--- config.mk ---
export PLATFORM = sky130hd
export DESIGN_NAME = psg_three_tone_one_noise_top
export DESIGN_NICKNAME = d
export VERILOG_FILES = /design/src/sv/psg_pkg.sv /design/src/sv/psg_front.sv /design/src/sv/psg_queue.sv /design/src/sv/psg_back.sv /design/src/sv/psg_three_tone_one_noise_top.sv
export SDC_FILE = /design/constraint.sdc
export NUM_CORES = 1
export LEC_CHECK = 0
export ABC_AREA = 1
export ABC_CLOCK_PERIOD_IN_PS = 6250
export BUFFER_PORTS_ARGS = -buffer_cell sky130_fd_sc_hd__buf_2
export CAP_MARGIN = 20
export CELL_PAD_IN_SITES_DETAIL_PLACEMENT = 1
export CELL_PAD_IN_SITES_GLOBAL_PLACEMENT = 1
export CORE_UTILIZATION = 45
export DETAILED_ROUTE_END_ITERATION = 16
export PLACE_DENSITY = 0.81
export SYNTH_ARGS = -nofsm -noshare
export SYNTH_HDL_FRONTEND = slang
export SYNTH_SLANG_ARGS = --single-unit
--- constraint.sdc ---
create_clock -name clk -period 6.25 [get_ports clk]
set_clock_uncertainty 0.15 [all_clocks]
set_input_delay 0.3125 -clock clk [delete_from_list [all_inputs] [get_ports clk]]
set_output_delay 0.3125 -clock clk [all_outputs]
set_load 0.05 [all_outputs]
--- src/sv/psg_pkg.sv ---
// Shared types, register codes and volume table of the sound generator.
package psg_pkg;

  // Request kinds carried in tuser bit 0.
  localparam logic REQ_WRITE = 1'b0;
  localparam logic REQ_TICK  = 1'b1;

  // Write port carried in tuser bit 1.
  localparam logic PORT_TONE   = 1'b0;
  localparam logic PORT_STEREO = 1'b1;

  typedef enum logic {
    OP_WRITE,
    OP_TICK
  } op_t;

  typedef struct packed {
    op_t        op;
    logic       latch;
    logic [7:0] data;
  } cmd_t;

  // Register codes.
  localparam logic [2:0] REG_TONE0_PERIOD = 3'd0;
  localparam logic [2:0] REG_TONE0_ATT    = 3'd1;
  localparam logic [2:0] REG_TONE1_PERIOD = 3'd2;
  localparam logic [2:0] REG_TONE1_ATT    = 3'd3;
  localparam logic [2:0] REG_TONE2_PERIOD = 3'd4;
  localparam logic [2:0] REG_TONE2_ATT    = 3'd5;
  localparam logic [2:0] REG_NOISE_CTRL   = 3'd6;
  localparam logic [2:0] REG_NOISE_ATT    = 3'd7;

  // Noise rate selector codes.
  localparam logic [1:0] NOISE_RATE_16  = 2'd0;
  localparam logic [1:0] NOISE_RATE_32  = 2'd1;
  localparam logic [1:0] NOISE_RATE_64  = 2'd2;
  localparam logic [1:0] NOISE_RATE_TONE2 = 2'd3;

  localparam logic [9:0] NOISE_PERIOD_16 = 10'd16;
  localparam logic [9:0] NOISE_PERIOD_32 = 10'd32;
  localparam logic [9:0] NOISE_PERIOD_64 = 10'd64;

  localparam logic [15:0] LFSR_SEED = 16'h8000;

  localparam int unsigned COUNT_STEP    = 2;
  localparam int unsigned LOUDEST_LEVEL = 4095;
  localparam int unsigned QUEUE_DEPTH   = 2;

  localparam int unsigned LEVEL_W      = 13;
  localparam int unsigned SAMPLE_W     = 14;
  localparam int unsigned SAMPLE_LIMIT = 16383;

  typedef logic [LEVEL_W-1:0] level_t;
  typedef level_t level_table_t [16];

  // 65536 * 10^(-a/10), 2 dB per step.
  localparam int unsigned ATT_Q16 [15] = '{
    65536, 52057, 41350, 32846, 26090, 20724, 16462, 13076,
    10387, 8250, 6554, 5206, 4135, 3285, 2609
  };

  function automatic level_table_t build_level_table(int unsigned loudest);
    level_table_t     tbl;
    longint unsigned  prod;
    for (int a = 0; a < 16; a++) begin
      if (a == 15) begin
        tbl[a] = '0;
      end else begin
        prod   = longint'(loudest) * longint'(ATT_Q16[a]) + 64'd32768;
        tbl[a] = LEVEL_W'(prod >> 16);
      end
    end
    return tbl;
  endfunction

  localparam level_table_t LEVEL_TABLE = build_level_table(LOUDEST_LEVEL);

  localparam int unsigned FULL_SUM   = 4 * int'(LEVEL_TABLE[0]);
  localparam int unsigned SAMPLE_MAX = (FULL_SUM > SAMPLE_LIMIT) ? SAMPLE_LIMIT : FULL_SUM;

endpackage

--- src/sv/psg_front.sv ---
// Input side: accepts items, drops stereo-port writes, builds queue commands.
module psg_front (
  input  logic              s_axis_tvalid,
  input  logic              s_axis_tready,
  input  logic [7:0]        s_axis_tdata,
  input  logic [1:0]        s_axis_tuser,
  output logic              push,
  output psg_pkg::cmd_t     cmd
);

  logic is_tick;
  logic ignored;

  assign is_tick = (s_axis_tuser[0] == psg_pkg::REQ_TICK);
  // stereo mask writes have no effect here
  assign ignored = !is_tick && (s_axis_tuser[1] == psg_pkg::PORT_STEREO);

  assign push = s_axis_tvalid && s_axis_tready && !ignored;

  always_comb begin
    cmd.op    = is_tick ? psg_pkg::OP_TICK : psg_pkg::OP_WRITE;
    cmd.latch = s_axis_tdata[7];
    cmd.data  = s_axis_tdata;
  end

endmodule

--- src/sv/psg_queue.sv ---
// Small first-word-fall-through command queue between front and back.
module psg_queue (
  input  logic          clk,
  input  logic          rst,
  input  logic          push,
  input  psg_pkg::cmd_t push_cmd,
  input  logic          pop,
  output logic          full,
  output logic          head_valid,
  output psg_pkg::cmd_t head_cmd
);

  localparam int unsigned DEPTH = psg_pkg::QUEUE_DEPTH;
  localparam int unsigned PTR_W = (DEPTH > 1) ? $clog2(DEPTH) : 1;
  localparam int unsigned CNT_W = $clog2(DEPTH + 1);

  psg_pkg::cmd_t    entries [DEPTH];
  logic [PTR_W-1:0] wr_ptr;
  logic [PTR_W-1:0] rd_ptr;
  logic [CNT_W-1:0] count;

  assign full       = (count == CNT_W'(DEPTH));
  assign head_valid = (count != '0);
  assign head_cmd   = entries[rd_ptr];

  function automatic logic [PTR_W-1:0] bump(input logic [PTR_W-1:0] p);
    return (p == PTR_W'(DEPTH - 1)) ? '0 : p + PTR_W'(1);
  endfunction

  always_ff @(posedge clk) begin
    if (rst) begin
      wr_ptr <= '0;
      rd_ptr <= '0;
      count  <= '0;
    end else begin
      if (push) wr_ptr <= bump(wr_ptr);
      if (pop)  rd_ptr <= bump(rd_ptr);
      if (push && !pop)      count <= count + CNT_W'(1);
      else if (pop && !push) count <= count - CNT_W'(1);
    end
  end

  always_ff @(posedge clk) begin
    if (push) entries[wr_ptr] <= push_cmd;
  end

endmodule

--- src/sv/psg_back.sv ---
// Execution side: register file, tone and noise generators, mixer, output register.
module psg_back #(
  parameter int unsigned COUNT_STEP    = psg_pkg::COUNT_STEP,
  parameter int unsigned LOUDEST_LEVEL = psg_pkg::LOUDEST_LEVEL
) (
  input  logic          clk,
  input  logic          rst,
  input  logic          head_valid,
  input  psg_pkg::cmd_t head_cmd,
  output logic          pop,
  output logic          m_axis_tvalid,
  input  logic          m_axis_tready,
  output logic [15:0]   m_axis_tdata
);

  localparam logic signed [10:0] STEP = 11'(COUNT_STEP);
  localparam psg_pkg::level_table_t LEVELS = psg_pkg::build_level_table(LOUDEST_LEVEL);

  // generator state
  logic [2:0]         latched_reg, latched_reg_next;
  logic [9:0]         tone_period [3];
  logic [9:0]         tone_period_next [3];
  logic signed [10:0] tone_counter [3];
  logic signed [10:0] tone_counter_next [3];
  logic [2:0]         tone_high, tone_high_next;
  logic [3:0]         tone_att [3];
  logic [3:0]         tone_att_next [3];
  logic signed [10:0] noise_counter, noise_counter_next;
  logic [9:0]         noise_period, noise_period_next;
  logic [2:0]         noise_mode, noise_mode_next;
  logic               noise_phase, noise_phase_next;
  logic [15:0]        lfsr, lfsr_next;
  logic               noise_on, noise_on_next;
  logic [3:0]         noise_att, noise_att_next;

  // mixer stage
  logic                 mix_valid;
  psg_pkg::level_t      mix_level [4];
  logic                 out_ready;
  logic                 mix_ready;
  logic                 do_tick;
  logic [14:0]          mix_sum;
  logic [13:0]          sample;

  assign out_ready = !m_axis_tvalid || m_axis_tready;
  assign mix_ready = !mix_valid || out_ready;
  assign pop       = head_valid && ((head_cmd.op == psg_pkg::OP_WRITE) || mix_ready);
  assign do_tick   = pop && (head_cmd.op == psg_pkg::OP_TICK);

  always_comb begin
    logic [2:0]         sel;
    logic [1:0]         ch;
    logic [9:0]         old_period;
    logic [9:0]         new_period;
    logic signed [10:0] dec;
    logic               fb;

    latched_reg_next   = latched_reg;
    tone_period_next   = tone_period;
    tone_counter_next  = tone_counter;
    tone_high_next     = tone_high;
    tone_att_next      = tone_att;
    noise_counter_next = noise_counter;
    noise_period_next  = noise_period;
    noise_mode_next    = noise_mode;
    noise_phase_next   = noise_phase;
    lfsr_next          = lfsr;
    noise_on_next      = noise_on;
    noise_att_next     = noise_att;
    sel        = head_cmd.latch ? head_cmd.data[6:4] : latched_reg;
    ch         = sel[2:1];
    old_period = '0;
    new_period = '0;
    dec        = '0;
    fb         = 1'b0;

    if (do_tick) begin
      for (int i = 0; i < 3; i++) begin
        dec = tone_counter[i] - STEP;
        if (dec <= 11'sd0) begin
          tone_counter_next[i] = $signed({1'b0, tone_period[i]});
          tone_high_next[i]    = ~tone_high[i];
        end else begin
          tone_counter_next[i] = dec;
        end
      end
      dec = noise_counter - STEP;
      if (dec <= 11'sd0) begin
        noise_counter_next = $signed({1'b0, noise_period});
        noise_phase_next   = ~noise_phase;
        if (!noise_phase) begin
          noise_on_next = lfsr[0];
          fb            = noise_mode[2] ? (lfsr[0] ^ lfsr[3]) : lfsr[0];
          lfsr_next     = {fb, lfsr[15:1]};
        end
      end else begin
        noise_counter_next = dec;
      end
    end else if (pop) begin
      latched_reg_next = sel;
      for (int i = 0; i < 3; i++) begin
        if (ch == 2'(i)) old_period = tone_period[i];
      end
      new_period = head_cmd.latch ? {old_period[9:4], head_cmd.data[3:0]}
                                  : {head_cmd.data[5:0], old_period[3:0]};
      unique case (sel) inside
        psg_pkg::REG_TONE0_PERIOD, psg_pkg::REG_TONE1_PERIOD,
        psg_pkg::REG_TONE2_PERIOD: begin
          for (int i = 0; i < 3; i++) begin
            if (ch == 2'(i)) tone_period_next[i] = new_period;
          end
          if (sel == psg_pkg::REG_TONE2_PERIOD &&
              noise_mode[1:0] == psg_pkg::NOISE_RATE_TONE2) begin
            noise_period_next = new_period;
          end
        end
        psg_pkg::REG_NOISE_CTRL: begin
          noise_mode_next = head_cmd.data[2:0];
          lfsr_next       = psg_pkg::LFSR_SEED;
          noise_on_next   = 1'b0;
          unique case (head_cmd.data[1:0])
            psg_pkg::NOISE_RATE_16: noise_period_next = psg_pkg::NOISE_PERIOD_16;
            psg_pkg::NOISE_RATE_32: noise_period_next = psg_pkg::NOISE_PERIOD_32;
            psg_pkg::NOISE_RATE_64: noise_period_next = psg_pkg::NOISE_PERIOD_64;
            default:                noise_period_next = tone_period[2];
          endcase
        end
        psg_pkg::REG_NOISE_ATT: begin
          noise_att_next = head_cmd.data[3:0];
        end
        default: begin
          // tone attenuation registers
          for (int i = 0; i < 3; i++) begin
            if (ch == 2'(i)) tone_att_next[i] = head_cmd.data[3:0];
          end
        end
      endcase
    end
  end

  always_ff @(posedge clk) begin
    if (rst) begin
      latched_reg   <= psg_pkg::REG_TONE1_ATT;
      tone_period   <= '{default: '0};
      tone_counter  <= '{default: '0};
      tone_high     <= '1;
      tone_att      <= '{default: 4'hF};
      noise_counter <= '0;
      noise_period  <= psg_pkg::NOISE_PERIOD_16;
      noise_mode    <= '0;
      noise_phase   <= 1'b1;
      lfsr          <= psg_pkg::LFSR_SEED;
      noise_on      <= 1'b0;
      noise_att     <= 4'hF;
    end else begin
      latched_reg   <= latched_reg_next;
      tone_period   <= tone_period_next;
      tone_counter  <= tone_counter_next;
      tone_high     <= tone_high_next;
      tone_att      <= tone_att_next;
      noise_counter <= noise_counter_next;
      noise_period  <= noise_period_next;
      noise_mode    <= noise_mode_next;
      noise_phase   <= noise_phase_next;
      lfsr          <= lfsr_next;
      noise_on      <= noise_on_next;
      noise_att     <= noise_att_next;
    end
  end

  // gated channel levels, captured on the tick
  always_ff @(posedge clk) begin
    if (rst) begin
      mix_valid <= 1'b0;
    end else if (do_tick) begin
      mix_valid <= 1'b1;
    end else if (out_ready) begin
      mix_valid <= 1'b0;
    end
  end

  always_ff @(posedge clk) begin
    if (do_tick) begin
      for (int i = 0; i < 3; i++) begin
        mix_level[i] <= tone_high_next[i] ? LEVELS[tone_att[i]] : '0;
      end
      mix_level[3] <= noise_on_next ? LEVELS[noise_att] : '0;
    end
  end

  assign mix_sum = 15'(mix_level[0]) + 15'(mix_level[1]) +
                   15'(mix_level[2]) + 15'(mix_level[3]);
  assign sample  = (mix_sum > 15'(psg_pkg::SAMPLE_LIMIT)) ?
                   14'(psg_pkg::SAMPLE_LIMIT) : mix_sum[13:0];

  always_ff @(posedge clk) begin
    if (rst) begin
      m_axis_tvalid <= 1'b0;
    end else if (mix_valid && out_ready) begin
      m_axis_tvalid <= 1'b1;
    end else if (m_axis_tready) begin
      m_axis_tvalid <= 1'b0;
    end
  end

  always_ff @(posedge clk) begin
    if (mix_valid && out_ready) m_axis_tdata <= {2'b00, sample};
  end

endmodule

--- src/sv/psg_three_tone_one_noise_top.sv ---
// A tick item passes through the command queue, the mixer register and the output register before its sample shows.
// Throughput: one item per cycle unless the output stalls; the two-entry command queue and the output register
// let input and output stall on their own.
// Write items give no result and retire without waiting for the output side.
// Reset (rst, synchronous): all channels silent, tone periods zero, shift register 0x8000.
module psg_three_tone_one_noise_top #(
  parameter int unsigned COUNT_STEP    = psg_pkg::COUNT_STEP,
  parameter int unsigned LOUDEST_LEVEL = psg_pkg::LOUDEST_LEVEL
) (
  input  logic        clk,
  input  logic        rst,
  // input item stream
  input  logic        s_axis_tvalid,
  output logic        s_axis_tready,
  input  logic [7:0]  s_axis_tdata,   // [7:0] data
  input  logic [1:0]  s_axis_tuser,   // [0] req_type, [1] port_select
  // sample stream
  output logic        m_axis_tvalid,
  input  logic        m_axis_tready,
  output logic [15:0] m_axis_tdata    // [13:0] sample, [15:14] zero
);

  logic          push;
  psg_pkg::cmd_t push_cmd;
  logic          full;
  logic          head_valid;
  psg_pkg::cmd_t head_cmd;
  logic          pop;

  // Input is taken whenever the queue has a free slot; stereo writes are
  // accepted and dropped without using a slot.
  assign s_axis_tready = !full;

  psg_front u_front (
    .s_axis_tvalid (s_axis_tvalid),
    .s_axis_tready (s_axis_tready),
    .s_axis_tdata  (s_axis_tdata),
    .s_axis_tuser  (s_axis_tuser),
    .push          (push),
    .cmd           (push_cmd)
  );

  psg_queue u_queue (
    .clk        (clk),
    .rst        (rst),
    .push       (push),
    .push_cmd   (push_cmd),
    .pop        (pop),
    .full       (full),
    .head_valid (head_valid),
    .head_cmd   (head_cmd)
  );

  // Back end: a write updates the registers and retires; a tick steps the generators,
  // latches the four gated levels, and the next stage sums and saturates
  // into the output register.
  psg_back #(
    .COUNT_STEP    (COUNT_STEP),
    .LOUDEST_LEVEL (LOUDEST_LEVEL)
  ) u_back (
    .clk           (clk),
    .rst           (rst),
    .head_valid    (head_valid),
    .head_cmd      (head_cmd),
    .pop           (pop),
    .m_axis_tvalid (m_axis_tvalid),
    .m_axis_tready (m_axis_tready),
    .m_axis_tdata  (m_axis_tdata)
  );

endmodule

==> run_results.csv, run 1 <==
group,metric,value,unit
outcome,status,"finished clean",
setup_path,critPathArrivalTime,4320,ps
job,drv_cap,0,
final_layout,drive_above_1_share,0.0866,
final_layout,layout.nets,1673,
final_layout,top_regs,"u_back.mix_level (48), u_back.tone_counter (33), u_back.tone_period (30)",
timing,worst_pin_slew,973,ps
logic_synthesis,ys_types,54,
timing,finalHoldViolations,0,
timing,setup_slack,2050,ps
timing,rsz0062_at_grt,"no",
setup_path,cp_max_fo,5,
logic_synthesis,ys_seq_area_frac,0.417,
setup_path,max_stage_delay,460,ps
logic_synthesis,dominantRegCellSynth,"dfxtp_1",
setup_path,worstReg2RegStart,"u_back.mix_level[1][0]$_SDFFCE_PP0P_",
route,drt-initial-drc-count,472,
route,drtPass1Iterations,4,
logic_synthesis,syn_inst,1578,
logic_synthesis,synth_area_leader_cell,"dfxtp_1",
final_layout,mostFrequentLayoutCells,"303 x nand2_1, 203 x inv_1, 158 x a21oi_1, 158 x nor2_1, 134 x dfxtp_1",
final_layout,mostFrequentLayoutCell,"nand2_1",
final_layout,final.fill_count,3245,
setup_path,critPathLaunch,"u_back.mix_level[1][0]$_SDFFCE_PP0P_",
setup_path,required,6370,ps
route,drc,0,
final_layout,diodes,0,
final_layout,fin_util,0.508,
cts,cts_tree,"done",
timing,slew_violations,0,
global_route,grt-ovfl-total,0,
route,ant_nets,0,
die,ioPinCount,32,
route,viasPerCell,5.34,
die,initial_utilization,0.463,
logic_synthesis,ys_ff_latch,214,
global_route,antenna_found_initial,0,
cts,clock-sinks,214,
route,vias,10400,
die,core_area,26400,µm²
logic_synthesis,postSynth.asyncResetShare,0,
setup_path,crit_path_end_kind,"flop",
setup_path,critical_path.top_delay_family,"adder cells",
placement,dp_hpwl,23.2,mm
placement,io_buffers,29,
logic_synthesis,ys_top_cells_by_area,"dfxtp_1 22%, edfxtp_1 20%, nand2_1 9.3%",
timing,finalSetupViolCount,0,
logic_synthesis,ys_warn_count,0,
cts,clk_pin_slew,60,ps
global_route,grt_usage,0.233,
route,wl_per_cell,16.5,µm
logic_synthesis,syn_area_per_cell,7.73,µm²
global_route,grt_pass1_vias,10700,
die,num_rows,59,
route,drt_wl_total,32.0,mm
final_layout,largest_reg_flops,48,
timing,finalCriticalPeriod,4200,ps
cts,htreeDepth,1,
die,dieArea,27800,µm²
final_layout,area_growth,9.70,%
cts,cts_buffers,24,
final_layout,largest-register,"u_back.mix_level",
die,die_w,167,µm
setup_path,startpoint_type,"flop",
timing,whs,116,ps
timing,setup_tns,0,ps
worst_hold_path,min_path_type,"in2reg",
setup_path,path_buf_inv,2,
global_route,grt_pass1_wl,52.7,mm
placement,dp_slack,2090,ps
setup_path,worstSetupPathType,"reg2reg",
global_route,grt_max_degree,83,
logic_synthesis,synth_top_area_share,0.220,
cts,clock-root-buffer,"clkbuf_16",
setup_path,crit_chain,"ha_1, fa_1, nand3_1, nand2_1, nand2_1, nand2_1, a21oi_1, xor2_1, fa_1, inv_1, ha_1, a21oi_1, nand2_1, a21oi_1, o21ai_0, a21oi_1, xor2_1, inv_1",
worst_hold_path,hp-start,"s_axis_tvalid",
die,die_y,167,µm
cts,cts_buffer_depth,3,
timing,finalCritPeriodShare,0.672,
timing,fmax,0.238,GHz
timing,relSlewSlack,0.349,
logic_synthesis,synth_edf_count,80,
setup_path,slowest_stage,"fa_1",
logic_synthesis,synth_area,12200,µm²
placement,place.gp.congestion,0.906,
cts,insertion_delay,530,ps
[repair_timing]
action                    in CTS  in global routing
hold endpoints to repair      19                  0
setup buffers                  0                  0
gates resized for setup        0                  0
hold buffers                  10                  0
[path summary, 6_finish.rpt]
kind,end,slack (ps),cells after the start
worst max-delay path,u_back.m_axis_tdata[11]$_SDFFCE_PN1P_,2050,18
worst min-delay path,u_queue.wr_ptr$_SDFFE_PP0P_,120,4
worst max register to register,u_back.m_axis_tdata[11]$_SDFFCE_PN1P_,2050,18
worst min register to register,u_back.noise_mode[1]$_SDFFE_PP0P_,300,2
[metal layers]
layer	share of wire	GRT usage	vias up
li1	-	-	5202
met1	0.42	0.266	4967
met3	0.026	0.0254	56
met5	0	0	-
met4	0.031	0.0749	0
met2	0.52	0.448	137
[through the flow]
stage | cells | cell area [µm²]
2_1_floorplan | 1579 | 12200
3_3_place_gp | 1887 | 12500
3_5_place_dp | 1887 | 12500
4_1_cts | 1940 | 13400
5_1_grt | 1940 | 13400
6_report | 1940 | 13400
[synthesized netlist by cell type, types with 4 or more instances]
| library cell | count |
|---|---|
| xor2_1 | 30 |
| or2_2 | 4 |
| fa_1 | 14 |
| nand2_2 | 13 |
| clkbuf_1 | 29 |
| buf_2 | 21 |
| inv_2 | 7 |
| nor2_2 | 20 |
| o22ai_1 | 10 |
| o311ai_0 | 4 |
| buf_4 | 6 |
| o21ai_1 | 44 |
| o21ai_0 | 90 |
| inv_1 | 204 |
| xnor2_1 | 5 |
| buf_6 | 5 |
| o211ai_1 | 14 |
| nand3_1 | 71 |
| ha_1 | 57 |
| nor2_4 | 5 |
| edfxtp_1 | 80 |
| nor3_1 | 15 |
| dfxtp_1 | 134 |
| clkinv_1 | 4 |
| nand4_1 | 16 |
| a31oi_1 | 18 |
| nor2_1 | 158 |
| a21oi_1 | 158 |
| nand2_1 | 303 |
| buf_1 | 4 |
[worst register-to-register path: stages, from the launching register on]
cell      delay, ps
edfxtp_1        380
ha_1            260
fa_1            460
nand3_1         110
nand2_1          80
nand2_1          80
nand2_1          60
a21oi_1         190
xor2_1          240
fa_1            450
inv_1            70
ha_1            290
a21oi_1         240
nand2_1          80
a21oi_1         200
o21ai_0         180
a21oi_1         200
xor2_1          160
inv_1            50
[layout make-up]
cell class	instances	area (µm²)	area share
Multi-Input combinational cell	1084	5980	0.446
Sequential cell	214	5080	0.380
Inverter	216	813	0.0608
Clock buffer	28	616	0.0460
Tap cell	335	419	0.0313
Timing Repair Buffer	48	313	0.0234
Clock inverter	15	163	0.0122
[cells by family after synthesis]
kind of cell | Yosys count | synth area share
DFF | 214 | 0.417
other | 1 | 0.000307
xor gates and xnor gates | 38 | 0.0300
and+or+nand+nor | 618 | 0.220
adders and majority gates | 71 | 0.0814
AOI/OAI and AO/OA | 355 | 0.158
buffers and inverters | 281 | 0.0937
Power of run 1 is not shown: default switching activity piles up to over one toggle a cycle in this logic, so the estimate is an artifact.
==> run 2, diff against run 1 <==
--- a/config.mk
+++ b/config.mk
@@ -6,12 +6,12 @@
 export NUM_CORES = 1
 export LEC_CHECK = 0
 export ABC_AREA = 1
-export ABC_CLOCK_PERIOD_IN_PS = 6250
+export ABC_CLOCK_PERIOD_IN_PS = 3600
 export BUFFER_PORTS_ARGS = -buffer_cell sky130_fd_sc_hd__buf_2
 export CAP_MARGIN = 20
 export CELL_PAD_IN_SITES_DETAIL_PLACEMENT = 1
 export CELL_PAD_IN_SITES_GLOBAL_PLACEMENT = 1
-export CORE_UTILIZATION = 45
+export CORE_UTILIZATION = 43
 export DETAILED_ROUTE_END_ITERATION = 16
 export PLACE_DENSITY = 0.81
 export SYNTH_ARGS = -nofsm -noshare
==> constraint.sdc (replaced) <==
create_clock -name clk -period 3.6 [get_ports clk]
set_clock_uncertainty 0.15 [all_clocks]
set_input_delay 0.18 -clock clk [delete_from_list [all_inputs] [get_ports clk]]
set_output_delay 0.18 -clock clk [all_outputs]
set_load 0.05 [all_outputs]
==> run 2 against run 1 <==
The run now ends with negative setup slack left. Register-to-register slack got worse by 2200 ps. Sequential share of layout area is 1.4 points lower. Die area increased by 4.6%. Fmax increased by 13%. Global-route usage grew 0.58 points. Worst hold slack got worse by 69 ps. Critical path depth is the same.
==> run_results.csv, run 2 (synthesis results as in run 1) <==
group,metric,value,unit
global_route,grt_pass1_wl,55.5,mm
cts,insertion_delay,530,ps
die,die_y,170,µm
outcome,status,"finished with violations",
cts,cts_buffers,25,
global_route,use_met1,0.295,
timing,slew_violations,0,
placement,dp_slack,-274,ps
placement,io_buffers,29,
die,core_area,27900,µm²
global_route,met2_usage,0.430,
route,drt_wl_total,34.6,mm
die,die_w,170,µm
die,dieArea,29100,µm²
cts,clock-root-buffer,"clkbuf_16",
route,viasPerCell,5.32,
setup_path,required,3720,ps
global_route,grt_use_met3,0.0267,
timing,finalCritPeriodShare,1.04,
final_layout,mostFrequentLayoutCell,"nand2_1",
placement,place.gp.congestion,0.891,
global_route,grt_max_degree,64,
timing,finalHoldViolations,0,
setup_path,crit_path_end_kind,"flop",
route,drt-initial-drc-count,591,
route,vias,10700,
setup_path,worstSetupPathType,"reg2reg",
die,ioPinCount,32,
final_layout,area_growth,14.0,%
timing,setup_slack,-132,ps
cts,htreeDepth,1,
global_route,grt_usage,0.239,
die,num_rows,61,
cts,clk_pin_slew,60,ps
cts,cts_tree,"done",
final_layout,final.fill_count,3394,
global_route,grt-busiest-layer,"met2",
worst_hold_path,min_path_cells,5,
job,drv_cap,0,
final_layout,largest-register,"u_back.mix_level",
route,drc,0,
final_layout,layout.nets,1705,
final_layout,drive_above_1_share,0.126,
route,wl_per_cell,17.1,µm
timing,finalSetupViolCount,3,
timing,relSlewSlack,0.415,
placement,dp_hpwl,24.4,mm
setup_path,cp_max_fo,5,
timing,rsz0062_at_grt,"yes",
global_route,grt-ovfl-total,0,
setup_path,rr_worst_depth,18,
global_route,antenna_found_initial,0,
outcome,violations,"negative setup slack",
timing,finalCriticalPeriod,3730,ps
cts,cts_buffer_depth,3,
final_layout,mostFrequentLayoutCells,"297 x nand2_1, 198 x inv_1, 157 x nor2_1",
global_route,grt_pass1_vias,11000,
setup_path,critPathArrivalTime,3850,ps
cts,clock-sinks,214,
route,drtPass1Iterations,5,
final_layout,diodes,0,
route,ant_nets,0,
timing,worst_pin_slew,875,ps
final_layout,largest_reg_flops,48,
final_layout,top_regs,"u_back.mix_level (48), u_back.tone_counter (33), u_back.tone_period (30)",
setup_path,startpoint_type,"flop",
worst_hold_path,min_path_type,"in2reg",
timing,fmax,0.268,GHz
die,initial_utilization,0.438,
## run 2: stage by stage
stage / instance area (µm²) / hold WS, ps / setup TNS, ps / instances / util
finish: 13900 / 46.8 / -264 / 2016 / 0.499
global placement: 12800 / 219 / -223 / 1954 / 0.458
floorplan: 12200 / 129 / 0 / 1579 / -
global route: 13900 / 81.7 / -1190 / 2016 / 0.499
detailed placement: 12800 / 226 / -793 / 1954 / 0.458
CTS: 13800 / 42.7 / 0 / 2012 / 0.494
## run 2: metal layers
layer	up-vias	part of all wire
li1	5269	-
met1	5209	0.43
met2	171	0.51
met3	69	0.027
met4	0	0.029
met5	-	0
## run 2: final cells by class
type	instances	area, µm²	share of cell area
clock buffer	33	666	0.0479
inverter	216	813	0.0585
clock inverter	12	145	0.0104
multi-input combinational	1084	6160	0.443
timing repair buffer	79	563	0.0405
tap	378	473	0.0340
sequential	214	5080	0.366
## run 2: final timing paths
kind                                   startpoint                               endpoint  slack [ps]
max reg2reg  u_back.mix_level[0][0]$_SDFFCE_PP0P_  u_back.m_axis_tdata[12]$_SDFFCE_PN1P_        -130
min                               s_axis_tuser[1]            u_queue.wr_ptr$_SDFFE_PP0P_          50
min reg2reg     u_back.noise_mode[1]$_SDFFE_PP0P_      u_back.noise_mode[1]$_SDFFE_PP0P_         300
max          u_back.mix_level[0][0]$_SDFFCE_PP0P_  u_back.m_axis_tdata[12]$_SDFFCE_PN1P_        -130
## run 2: repair_timing
action                                 4_1_cts  5_1_grt
pin swaps                                    9       17
endpoints found under the hold margin       36        0
hold buffers                                12        0
setup endpoints to repair                    5        8
resized for setup                           11       28
setup buffers                                1        5
## run 2: critical path, stage by stage (launching register included)
cell,delay (ps)
edfxtp_1,410
ha_2,220
fa_2,380
nand3_2,90
nand2_2,70
nand2_2,90
nand2_2,70
a21oi_4,150
xor2_1,100
fa_1,510
inv_2,50
ha_4,300
nand2_4,60
nor3_4,160
nand2_1,90
o211ai_1,150
nand3_1,190
o21ai_2,160
xor2_1,70
Power of run 2 is left out for the same reason.
